===== src/design/smao_pkg.sv =====
// Shared constants and types for the stack machine ALU block.
package smao_pkg;

	localparam int WORD_W          = 32;
	localparam int DEF_STACK_DEPTH = 64;
	localparam int DEPTH_W         = 7;
	localparam int MODE_W          = 3;

	localparam logic [MODE_W-1:0] MODE_PUSH = 3'd0;
	localparam logic [MODE_W-1:0] MODE_SWAP = 3'd1;
	localparam logic [MODE_W-1:0] MODE_ADD  = 3'd2;
	localparam logic [MODE_W-1:0] MODE_NOP  = 3'd3;
	localparam logic [MODE_W-1:0] MODE_SUB  = 3'd4;
	localparam logic [MODE_W-1:0] MODE_DIV  = 3'd5;

	typedef enum logic [1:0] {
		ST_OK      = 2'd0,
		ST_SHORT   = 2'd1,
		ST_DIVZERO = 2'd2,
		ST_FULL    = 2'd3
	} status_t;

	localparam int DIV_CNT_W = $clog2(WORD_W);
	localparam logic [DIV_CNT_W-1:0] DIV_LAST = DIV_CNT_W'(WORD_W - 1);

endpackage


===== src/design/smao_ifs.sv =====
// Valid/ready channel interfaces for the command and response beats.
interface smao_cmd_if;
	logic                       valid;
	logic                       ready;
	logic [smao_pkg::MODE_W-1:0] mode;
	logic signed [smao_pkg::WORD_W-1:0] push_value;

	modport source (output valid, output mode, output push_value, input ready);
	modport sink   (input valid, input mode, input push_value, output ready);
endinterface

interface smao_rsp_if;
	logic                                valid;
	logic                                ready;
	logic [1:0]                          status;
	logic signed [smao_pkg::WORD_W-1:0]  top_value;
	logic [smao_pkg::DEPTH_W-1:0]        stack_depth;

	modport source (output valid, output status, output top_value, output stack_depth,
		input ready);
	modport sink   (input valid, input status, input top_value, input stack_depth,
		output ready);
endinterface


===== src/design/stack_machine_alu_ops_top.sv =====
// Bounded data stack of 32-bit words with push, swap, add, sub, div and nop; one
// response beat per command beat. The top word sits in a register and the words
// below it in a single-port synchronous memory. A command is taken in S_IDLE
// (memory read of the second word) and push, swap, add, sub, nop and every
// error finish in S_EXEC, which waits while the response register is full.
// Div runs a radix-2 restoring divider in S_DIV, one quotient bit a cycle, and
// finishes in S_FIN. A new command is taken only after the previous one has been
// handed to the response register, which may wait for its beat to be taken.
module stack_machine_alu_ops_top #(
	parameter int STACK_DEPTH = smao_pkg::DEF_STACK_DEPTH
) (
	input  logic        clk,
	input  logic        arst_n,
	smao_cmd_if.sink    cmd,
	smao_rsp_if.source  rsp
);
	import smao_pkg::*;

	localparam int AW = (STACK_DEPTH > 1) ? $clog2(STACK_DEPTH) : 1;
	localparam int CW = $clog2(STACK_DEPTH + 1);

	typedef enum logic [1:0] {S_IDLE, S_EXEC, S_DIV, S_FIN} state_t;

	state_t                state_q;
	logic [CW-1:0]         count_q;
	logic [WORD_W-1:0]     top_q;
	logic [MODE_W-1:0]     op_q;
	logic [WORD_W-1:0]     word_q;
	logic [WORD_W-1:0]     rd_q;

	logic [WORD_W-1:0]     stack_mem [STACK_DEPTH];

	logic                  out_valid_q;
	status_t               out_status_q;
	logic [WORD_W-1:0]     out_top_q;
	logic [DEPTH_W-1:0]    out_depth_q;

	logic [WORD_W-1:0]     rem_q, quo_q, dvs_q;
	logic                  neg_q;
	logic [DIV_CNT_W-1:0]  div_cnt_q;

	logic                  cmd_acc, out_free, out_load;
	logic [CW-1:0]         cnt_m1, cnt_m2;
	logic                  is_full, is_short;

	status_t               ex_status;
	logic [CW-1:0]         ex_count;
	logic [WORD_W-1:0]     ex_top;
	logic                  ex_wr, ex_div;
	logic [AW-1:0]         ex_waddr;
	logic                  mem_we;

	logic [WORD_W:0]       div_shift, div_diff;
	logic                  div_take;
	logic [WORD_W-1:0]     div_res, s_mag, t_mag;

	status_t               res_status;
	logic [CW-1:0]         res_count;
	logic [WORD_W-1:0]     res_top;
	logic [CW+DEPTH_W-1:0] depth_ext;

	assign cmd.ready = (state_q == S_IDLE);
	assign cmd_acc   = cmd.valid && cmd.ready;
	assign out_free  = !out_valid_q || rsp.ready;
	assign out_load  = out_free && ((state_q == S_EXEC && !ex_div) || state_q == S_FIN);

	assign rsp.valid       = out_valid_q;
	assign rsp.status      = out_status_q;
	assign rsp.top_value   = out_top_q;
	assign rsp.stack_depth = out_depth_q;

	assign cnt_m1   = count_q - CW'(1);
	assign cnt_m2   = count_q - CW'(2);
	assign is_full  = (count_q == CW'(STACK_DEPTH));
	assign is_short = (count_q < CW'(2));

	// execute step: second word arrives in rd_q
	always_comb begin
		ex_status = ST_OK;
		ex_count  = count_q;
		ex_top    = top_q;
		ex_wr     = 1'b0;
		ex_div    = 1'b0;
		ex_waddr  = cnt_m2[AW-1:0];
		unique case (op_q) inside
			MODE_PUSH: begin
				if (is_full) begin
					ex_status = ST_FULL;
				end else begin
					// spill the old top below the new one
					ex_wr    = (count_q != '0);
					ex_waddr = cnt_m1[AW-1:0];
					ex_top   = word_q;
					ex_count = count_q + CW'(1);
				end
			end
			MODE_SWAP, MODE_ADD, MODE_SUB, MODE_DIV: begin
				if (is_short) begin
					ex_status = ST_SHORT;
				end else if (op_q == MODE_SWAP) begin
					ex_wr  = 1'b1;
					ex_top = rd_q;
				end else if (op_q == MODE_ADD) begin
					ex_top   = rd_q + top_q;
					ex_count = cnt_m1;
				end else if (op_q == MODE_SUB) begin
					ex_top   = rd_q - top_q;
					ex_count = cnt_m1;
				end else if (top_q == '0) begin
					ex_status = ST_DIVZERO;
				end else begin
					ex_div = 1'b1;
				end
			end
			default: begin
			end
		endcase
	end

	assign s_mag = rd_q[WORD_W-1] ? (~rd_q + WORD_W'(1)) : rd_q;
	assign t_mag = top_q[WORD_W-1] ? (~top_q + WORD_W'(1)) : top_q;

	assign div_shift = {rem_q, quo_q[WORD_W-1]};
	assign div_diff  = div_shift - {1'b0, dvs_q};
	assign div_take  = !div_diff[WORD_W];
	assign div_res   = neg_q ? (~quo_q + WORD_W'(1)) : quo_q;

	always_comb begin
		if (state_q == S_FIN) begin
			res_status = ST_OK;
			res_count  = cnt_m1;
			res_top    = div_res;
		end else begin
			res_status = ex_status;
			res_count  = ex_count;
			res_top    = (ex_count == '0) ? '0 : ex_top;
		end
	end

	assign depth_ext = {{DEPTH_W{1'b0}}, res_count};
	assign mem_we    = (state_q == S_EXEC) && out_free && ex_wr;

	always_ff @(posedge clk) begin
		if (mem_we) begin
			stack_mem[ex_waddr] <= top_q;
		end
		if (cmd_acc) begin
			rd_q <= stack_mem[cnt_m2[AW-1:0]];
		end
	end

	always_ff @(posedge clk or negedge arst_n) begin
		if (!arst_n) begin
			state_q     <= S_IDLE;
			count_q     <= '0;
			out_valid_q <= 1'b0;
			div_cnt_q   <= '0;
		end else begin
			if (out_load) begin
				out_valid_q <= 1'b1;
			end else if (rsp.ready) begin
				out_valid_q <= 1'b0;
			end
			unique case (state_q)
				S_IDLE: begin
					if (cmd_acc) begin
						op_q    <= cmd.mode;
						word_q  <= cmd.push_value;
						state_q <= S_EXEC;
					end
				end
				S_EXEC: begin
					if (ex_div) begin
						rem_q     <= '0;
						quo_q     <= s_mag;
						dvs_q     <= t_mag;
						neg_q     <= rd_q[WORD_W-1] ^ top_q[WORD_W-1];
						div_cnt_q <= '0;
						state_q   <= S_DIV;
					end else if (out_free) begin
						top_q        <= ex_top;
						count_q      <= res_count;
						out_status_q <= res_status;
						out_top_q    <= res_top;
						out_depth_q  <= depth_ext[DEPTH_W-1:0];
						state_q      <= S_IDLE;
					end
				end
				S_DIV: begin
					rem_q     <= div_take ? div_diff[WORD_W-1:0] : div_shift[WORD_W-1:0];
					quo_q     <= {quo_q[WORD_W-2:0], div_take};
					div_cnt_q <= div_cnt_q + DIV_CNT_W'(1);
					if (div_cnt_q == DIV_LAST) begin
						state_q <= S_FIN;
					end
				end
				S_FIN: begin
					// hold the quotient until the response register frees up
					if (out_free) begin
						top_q        <= res_top;
						count_q      <= res_count;
						out_status_q <= res_status;
						out_top_q    <= res_top;
						out_depth_q  <= depth_ext[DEPTH_W-1:0];
						state_q      <= S_IDLE;
					end
				end
				default: begin
					state_q <= S_IDLE;
				end
			endcase
		end
	end

`ifndef SYNTH
	a_count_bound: assert property (@(posedge clk) disable iff (!arst_n)
		count_q <= CW'(STACK_DEPTH))
		else $error("stack count beyond capacity");

	a_one_at_a_time: assert property (@(posedge clk) disable iff (!arst_n)
		cmd_acc |=> !cmd.ready)
		else $error("command taken while previous one in flight");

	a_div_nonzero: assert property (@(posedge clk) disable iff (!arst_n)
		(state_q == S_DIV) |-> (dvs_q != '0))
		else $error("divider running with zero divisor");

	a_count_change: assert property (@(posedge clk) disable iff (!arst_n)
		(count_q != $past(count_q)) |->
		($past(state_q) == S_EXEC || $past(state_q) == S_FIN))
		else $error("stack count changed outside completion");
`endif

endmodule

===== src/flat_wrapper.sv =====
// flat-port wrapper written by rule: the top's interface ports become plain ports
module stack_machine_alu_ops_top_flat import smao_pkg::*;
#(
	parameter int STACK_DEPTH = smao_pkg::DEF_STACK_DEPTH
)
  (clk, arst_n, cmd_valid, cmd_mode, cmd_push_value, cmd_ready, rsp_valid, rsp_status, rsp_top_value, rsp_stack_depth, rsp_ready);
  smao_cmd_if cmd_i ();
  smao_rsp_if rsp_i ();
  input  logic clk;
  input  logic arst_n;
  input wire logic [$bits(cmd_i.valid)-1:0] cmd_valid;
  input wire logic [$bits(cmd_i.mode)-1:0] cmd_mode;
  input wire logic [$bits(cmd_i.push_value)-1:0] cmd_push_value;
  output wire logic [$bits(cmd_i.ready)-1:0] cmd_ready;
  output wire logic [$bits(rsp_i.valid)-1:0] rsp_valid;
  output wire logic [$bits(rsp_i.status)-1:0] rsp_status;
  output wire logic [$bits(rsp_i.top_value)-1:0] rsp_top_value;
  output wire logic [$bits(rsp_i.stack_depth)-1:0] rsp_stack_depth;
  input wire logic [$bits(rsp_i.ready)-1:0] rsp_ready;
  assign cmd_i.valid = cmd_valid;
  assign cmd_i.mode = cmd_mode;
  assign cmd_i.push_value = cmd_push_value;
  assign cmd_ready = cmd_i.ready;
  assign rsp_valid = rsp_i.valid;
  assign rsp_status = rsp_i.status;
  assign rsp_top_value = rsp_i.top_value;
  assign rsp_stack_depth = rsp_i.stack_depth;
  assign rsp_i.ready = rsp_ready;
  stack_machine_alu_ops_top #(.STACK_DEPTH(STACK_DEPTH)) u_core (.clk(clk), .arst_n(arst_n), .cmd(cmd_i), .rsp(rsp_i));
endmodule

===== config.mk =====
export PLATFORM = sky130hd
export DESIGN_NAME = stack_machine_alu_ops_top_flat
export DESIGN_NICKNAME = d
export VERILOG_FILES = /design/src/design/smao_pkg.sv /design/src/design/smao_ifs.sv /design/src/design/stack_machine_alu_ops_top.sv /design/src/flat_wrapper.sv
export SDC_FILE = /design/constraint.sdc
export NUM_CORES = 2
export LEC_CHECK = 0
export BUFFER_PORTS_ARGS = -buffer_cell sky130_fd_sc_hd__clkbuf_2
export CORE_MARGIN = 2
export CORE_UTILIZATION = 35
export CTS_BUF_LIST = sky130_fd_sc_hd__clkbuf_4 sky130_fd_sc_hd__clkbuf_8
export DETAILED_ROUTE_END_ITERATION = 16
export SLEW_MARGIN = 40
export SYNTH_ARGS = -nofsm -noshare
export SYNTH_HDL_FRONTEND = slang
export SYNTH_SLANG_ARGS = --single-unit

===== constraint.sdc =====
create_clock -name clk -period 10.7 [get_ports clk]
set_input_delay 0.535 -clock clk [delete_from_list [all_inputs] [get_ports clk]]
set_output_delay 0.535 -clock clk [all_outputs]
set_load 0.01 [all_outputs]

**Word-level counts from Yosys, hierarchy flattened**

Memories as Yosys holds them, arrays and structs flattened. A register that Yosys moved wholly into a read port is not among the register bits.
Index checks and enable logic that the tools add are counted.

- Word-level logic and storage cells: 143
- Memories kept: 1
- Bits in writable memories: 2,048
- Register bits: 220
- Input port bits: 39

Memory list:

| memory | depth | width | read ports | clocked after memory_dff | write ports | line | RTL |
|---|---|---|---|---|---|---|---|
| u_core.stack_mem | 64 | 32 | 1 | 1 | 1 | stack_machine_alu_ops_top.sv:31 | `logic [WORD_W-1:0] stack_mem [STACK_DEPTH];` |

- Reduce and logical (&&, ||, !) cells: 27
- Multiplexer cells: 70
- Equality and inequality tests: 15
- Add/sub/neg operators: 10
- Bitwise logic cells: 4
- Order comparisons: 1

Operator list:

| cell | number |
|---|---|
| 32-bit two-way mux | 17 |
| 32-bit one-hot mux with 2 select lines | 5 |
| 32-bit by 1-bit adder with 32-bit output (second input constant) | 3 |
| 32-bit NOT | 3 |
| 7-bit two-way mux | 10 |
| 7-bit one-hot mux with 2 select lines | 3 |
| 33-bit by 32-bit subtractor with 33-bit output | 1 |
| 32-bit adder | 1 |
| 32-bit zero test | 1 |
| 32-bit subtractor | 1 |
| 31-bit two-way mux | 1 |
| 2-bit two-way mux | 13 |
| 1-bit two-way mux | 13 |
| 6-bit two-way mux | 2 |
| 3-bit AND reduction | 4 |
| 5-bit one-hot mux with 2 select lines | 1 |
| 2-bit by 1-bit != test with 1-bit output (second input constant) | 4 |
| 2-bit one-hot mux with 2 select lines | 2 |
| 2-bit one-hot mux with 4 select lines | 1 |
| 7-bit by 1-bit adder with 7-bit output (second input constant) | 1 |
| 7-bit == test (second input constant) | 1 |
| 7-bit zero test | 1 |
| 7-bit by 2-bit less-than comparator with 1-bit output (second input constant) | 1 |
| 7-bit nonzero test | 1 |
| 22 further kinds | 36 |

**Longest topological paths before layout**

- Word-level depth: 12
- Depth in mapped cells: 19

**Worst setup path before layout**

OpenSTA, ideal clock, no wires.

- Path type: register to register
- Start point: register u_core.top_q[1]
- End point: register u_core.dvs_q[0] (enable)
- Arrival time: 5.335 ns
- Required time: 10.194 ns
- Library setup time: 0.506 ns
- Stages on the path, launching flop included: 7
- Path slack: 4.859 ns
- Cells stage by stage: edfxtp_1 inv_1 ha_1 nand3_1 nor3_1 and4_1 nor4_1

- Longest elaborated chain between the ends: 8

RTL lines:

| item | line | RTL |
|---|---|---|
| start: declaration | stack_machine_alu_ops_top.sv:26 | `logic [WORD_W-1:0] top_q;` |
| start signal: assignment | stack_machine_alu_ops_top.sv:181 | `top_q <= ex_top;` |
| start signal: assignment | stack_machine_alu_ops_top.sv:200 | `top_q <= res_top;` |
| 32-bit zero test | stack_machine_alu_ops_top.sv:109 | `end else if (top_q == '0) begin` |
| 1-bit two-way mux | stack_machine_alu_ops_top.sv:109 |  |
| 1-bit two-way mux | stack_machine_alu_ops_top.sv:106 | `end else if (op_q == MODE_SUB) begin` |
| 1-bit two-way mux | stack_machine_alu_ops_top.sv:103 | `end else if (op_q == MODE_ADD) begin` |
| 1-bit two-way mux | stack_machine_alu_ops_top.sv:100 | `end else if (op_q == MODE_SWAP) begin` |
| 1-bit two-way mux | stack_machine_alu_ops_top.sv:98 | `if (is_short) begin` |
| 1-bit two-way mux | stack_machine_alu_ops_top.sv:85 | `unique case (op_q) inside` |
| 3-bit AND reduction (no line) | -- |  |
| end signal: assignment | stack_machine_alu_ops_top.sv:176 | `dvs_q <= t_mag;` |
| end: declaration | stack_machine_alu_ops_top.sv:38 | `logic [WORD_W-1:0] rem_q, quo_q, dvs_q;` |

Every way passes these cells.
A chain may end at the register's enable or synchronous reset.

**Final worst setup path**

- Start point: register u_core.count_q[1]
- End point: memory u_core.stack_mem[61][17] (enable)

- Longest elaborated chain between the ends: 6
- Elaborated cells between the ends (all ways): 13

RTL lines:

| item | line | RTL |
|---|---|---|
| start: declaration | stack_machine_alu_ops_top.sv:25 | `logic [CW-1:0] count_q;` |
| start signal: assignment | stack_machine_alu_ops_top.sv:182 | `count_q <= res_count;` |
| start signal: assignment | stack_machine_alu_ops_top.sv:201 | `count_q <= res_count;` |
| 7-bit by 2-bit less-than comparator with 1-bit output (tied with other cells) | stack_machine_alu_ops_top.sv:75 | `assign is_short = (count_q < CW'(2));` |
| 1-bit two-way mux (on tied branches) | stack_machine_alu_ops_top.sv:98, stack_machine_alu_ops_top.sv:87 |  |
| 1-bit one-hot mux with 2 select lines | stack_machine_alu_ops_top.sv:85 |  |
| 1-bit logical AND | stack_machine_alu_ops_top.sv:141 | `assign mem_we = (state_q == S_EXEC) && out_free && ex_wr;` |
| 1-bit two-way mux | stack_machine_alu_ops_top.sv:144 | `if (mem_we) begin` |
| 1-bit two-way mux (implied by the code) | stack_machine_alu_ops_top.sv:145 | `stack_mem[ex_waddr] <= top_q;` |
| end: declaration | stack_machine_alu_ops_top.sv:31 |  |

Parallel ways exist; a longest one is shown, timed or not.

==> metrics.md <==
| Metric | Value |
|---|---|
| Synthesized instance count | 5,121 |
| Number of warnings reported in the yosys synthesis log | 0 |
| Minimum clock period | 5.85 ns |
| Asr flop ratio synth | 0.652% |
| Origin of the critical flop-to-flop path | u_core.count_q[1]$_DFFE_PN0P_ |
| Layout Utilization | 40.4% |
| Hpwl dp | 158 mm |
| Worst reg-to-reg path cell count | 10 |
| Vias per cell | 5.53 |
| CTS tree | built |
| Overall die width | 529 µm |
| Initial antenna violation count | 11 |
| Maximum cell stage delay along the critical path | 0.73 ns |
| Final worst clock skew | 0.114 ns |
| Clock transition at the registers of the reported paths | 0.06 ns |
| Inserted Clock Buffers | 361 |
| CTS Hold Bufs | 38 |
| Number of distinct library cells after synthesis | 85 |
| Clock latency on the worst-skew pair | 0.97 ns |
| Endpoint class of the critical path | register |
| Routed wire length on met2 | 119 mm |
| Setup CP Type | register to register |
| Clock root buffer | sky130_fd_sc_hd__clkbuf_8 |
| Final net count | 5,669 |
| Area share of the largest cell type after synthesis | 71.0% |
| Overall power consumption | 30.1 mW |
| Maximum frequency from static timing analysis | 171 MHz |
| Final worst-path setup slack | 4.85 ns |
| Detail Route met3 WL | 22.5 mm |
| Maximum number of pins on one net before global-route repair | 125 |
| Drt pass-1 iters | 6 |
| Cells along the critical path | inv_1, ha_1, nor3b_2, nand3_1, nand2_1, o21ai_0, xnor2_1, nand2_1, nor2_4, buf_4 |
| Number of enable flip-flop cells after synthesis | 2,285 |
| Top post-synthesis cells by count | sky130_fd_sc_hd__edfxtp_1, sky130_fd_sc_hd__mux4_2, sky130_fd_sc_hd__nor2_1, sky130_fd_sc_hd__nand2_1, sky130_fd_sc_hd__clkbuf_1 |
| Maximum level of the CTS H-tree | 5 |
| Sink Count | 2,300 |
| Relative slew slack | 40.7% |
| Placed standard-cell area | 103,000 µm² |
| Pins over their slew limit | 0 |
| Most common cell type on the critical path | sky130_fd_sc_hd__nand2_1 |
| Layout overhead on the synthesized area | 14.7% |
| Non-filler instance count after layout | 9,489 |
| Worst endpoint required time | 11.22 ns |
| Cell Area, Synth | 96,600 µm² |
| Critical Path Fanout Max | 43 |
| Wire length per cell after detailed routing | 27.2 µm |
| Syn Nets | 5,268 |
| Buffer count from post-CTS setup fixing | 0 |
| Layout cells sized above 1 | 27.9% |
| Number of placed cells counting well taps | 8,798 |
| Worst setup SP type | register |
| Post-Place Worst Slack | 5.02 ns |
| GRT Total Usage | 18.2% |
| Unrepaired setup endpoints after global routing | no |
| Count of boundary I/O pins | 82 |
| Detail Route Antenna Nets | 0 |
| Final worst hold slack | 0.180 ns |
| Die Y | 529 µm |
| Power density over cell area | 272 nW/µm² |
| Post-cts resize count | 0 |
| Min-delay worst type | primary input to asynchronous set/reset pin |
| Actual slew at the worst max-slew pin | 0.884 ns |
| Ys flop type | sky130_fd_sc_hd__edfxtp_1 |
| Number of global-route vias before repair | 52,600 |
| Post-Route Setup TNS | 0 ns |
| Total setup violations reported at the end of the flow | 0 |
| Total number of vias | 52,500 |
| Worst voltage drop across the vdd grid | 0.000231 V |
| Data arrival time of the critical path | 6.37 ns |
| Leakage power of the design | 35.3 nW |
| Top sig layer | met4 |
| Wire length reported by the detailed router | 259 mm |
| Total die area | 280,000 µm² |
| Initial DRC Count | 6,247 |
| Final estimated routing congestion in global placement | 0.915 |
| # port buffers | 81 |
| CTS Buffer Depth | 4 |
| Worst path slowest cell | sky130_fd_sc_hd__dfrtp_4 |
| Dominant cell type by area after synthesis | sky130_fd_sc_hd__edfxtp_1 |
| Avg Synthesized Cell Area | 18.9 µm² |
| Family of cells with the greatest summed delay on the critical path | simple AND/OR/NAND/NOR gates |
| Number of maximum-capacitance violations | 0 |
| Detailed-routing wirelength on met1 | 111 mm |
| Area of all placed cells without fillers | 111,000 µm² |
| Number of endpoints with negative hold slack in the final report | 0 |
| Worst path bufs/invs | 2 |
| Starting density of the core | 35.2% |
| Residual overflow from global routing | 0 |
| Run status | finished clean |
| Depth of the critical timing path with buffers and inverters included | 10 |
| FP Rows | 192 |
| First-pass GRT wire length | 374 mm |
| Sequential share of the synthesized area | 71.4% |
| Start point of the critical path | u_core.count_q[1]$_DFFE_PN0P_ |
| Cell with the most instances after synthesis | sky130_fd_sc_hd__edfxtp_1 |
| Area of the core | 274,000 µm² |
| Number of DRC violations after detailed routing | 0 |
| Flip-flop and latch count after synthesis | 2,300 |
| Main area contributors after synthesis | sky130_fd_sc_hd__edfxtp_1, sky130_fd_sc_hd__mux4_2, sky130_fd_sc_hd__ha_1 |
| Final worst path period share | 54.7% |
-- power breakdown --
group | total [mW] | switching [mW] | leakage, nW | internal, mW
registers | 11.4 | 0.486 | 20.8 | 10.9
clock network | 7.27 | 3.44 | 3.67 | 3.83
logic | 11.5 | 6.88 | 10.8 | 4.63
total | 30.1 | 10.8 | 35.3 | 19.3
-- logic make-up (layout without fill, tap and decap cells) --
group	Yosys count	after routing	synth area share, %
flops	2300	2300	71.4
simple gates	768	768	3.63
compound gates	703	703	4.79
mux	702	702	15.9
buf+inv	393	1069	1.56
xor+xnor	147	147	1.33
fa+ha+maj	108	108	1.42
other cells	0	6	0
-- flip-flops by register name (all words and copies together) (netlist names) --
register                cells
u_core.rsp.top_value       32
u_core.stack_mem         2048
u_core.rsp.valid            1
u_core.top_q               32
u_core.rd_q                32
u_core.rsp.status           2
u_core.div_cnt_q            5
u_core.rem_q               32
u_core.word_q              32
u_core.rsp.stack_depth      7
u_core.quo_q               32
u_core.state_q              2
u_core.dvs_q               32
u_core.op_q                 3
u_core.count_q              7
u_core.neg_q                1
-- cell type report --
class                      instances  area (µm²)
fill                           24400      163000
sequential                      2300       69000
multi-input combinational       2428       26800
clock buffer                     482        5930
tap                             3686        4610
timing repair buffer             308        3040
clock inverter                   156         981
inverter                         123         462
antenna                            6        15.0
-- layer usage --
layer  global-route usage, %  vias to the layer above
li1                        -                    21900
met1                    26.3                    27700
met2                    28.0                     2408
met3                    3.56                      387
met4                    4.67                        0
met5                       0                        -
-- worst paths after layout --
check,end,slack (ns)
setup reg to reg,u_core.stack_mem[61][17]$_DFFE_PP_,4.85
min in group clk,u_core.word_q[13]$_DFFE_PP_,0.36
hold reg to reg,u_core.div_cnt_q[2]$_DFFE_PN0P_,0.53
setup / recovery,u_core.stack_mem[61][17]$_DFFE_PP_,4.85
hold / removal,u_core.count_q[1]$_DFFE_PN0P_,0.18
max in group asynchronous,u_core.count_q[0]$_DFFE_PN0P_,10.09
-- placed cells by master, fill, tap and decap left out, types with 19 or more instances in the layout --
master	count
sky130_fd_sc_hd__a211oi_1	30
sky130_fd_sc_hd__a21o_1	28
sky130_fd_sc_hd__a21oi_1	144
sky130_fd_sc_hd__a31oi_1	35
sky130_fd_sc_hd__and2_1	26
sky130_fd_sc_hd__buf_4	102
sky130_fd_sc_hd__buf_6	29
sky130_fd_sc_hd__buf_8	24
sky130_fd_sc_hd__clkbuf_2	81
sky130_fd_sc_hd__clkbuf_4	112
sky130_fd_sc_hd__clkbuf_8	370
sky130_fd_sc_hd__clkinv_1	93
sky130_fd_sc_hd__clkinv_2	38
sky130_fd_sc_hd__dlygate4sd3_1	38
sky130_fd_sc_hd__edfxtp_1	2285
sky130_fd_sc_hd__ha_1	104
sky130_fd_sc_hd__inv_1	121
sky130_fd_sc_hd__mux2i_1	32
sky130_fd_sc_hd__mux4_2	662
sky130_fd_sc_hd__nand2_1	242
sky130_fd_sc_hd__nand2b_1	20
sky130_fd_sc_hd__nand3_1	32
sky130_fd_sc_hd__nor2_1	193
sky130_fd_sc_hd__nor2_4	67
sky130_fd_sc_hd__nor2b_1	23
sky130_fd_sc_hd__nor3_1	36
sky130_fd_sc_hd__nor4_1	19
sky130_fd_sc_hd__o21ai_0	181
sky130_fd_sc_hd__o221ai_1	20
sky130_fd_sc_hd__o22ai_1	19
sky130_fd_sc_hd__o31ai_1	41
sky130_fd_sc_hd__or3_1	20
sky130_fd_sc_hd__xnor2_1	87
sky130_fd_sc_hd__xor2_1	54
(Power assumes the default switching activity.)
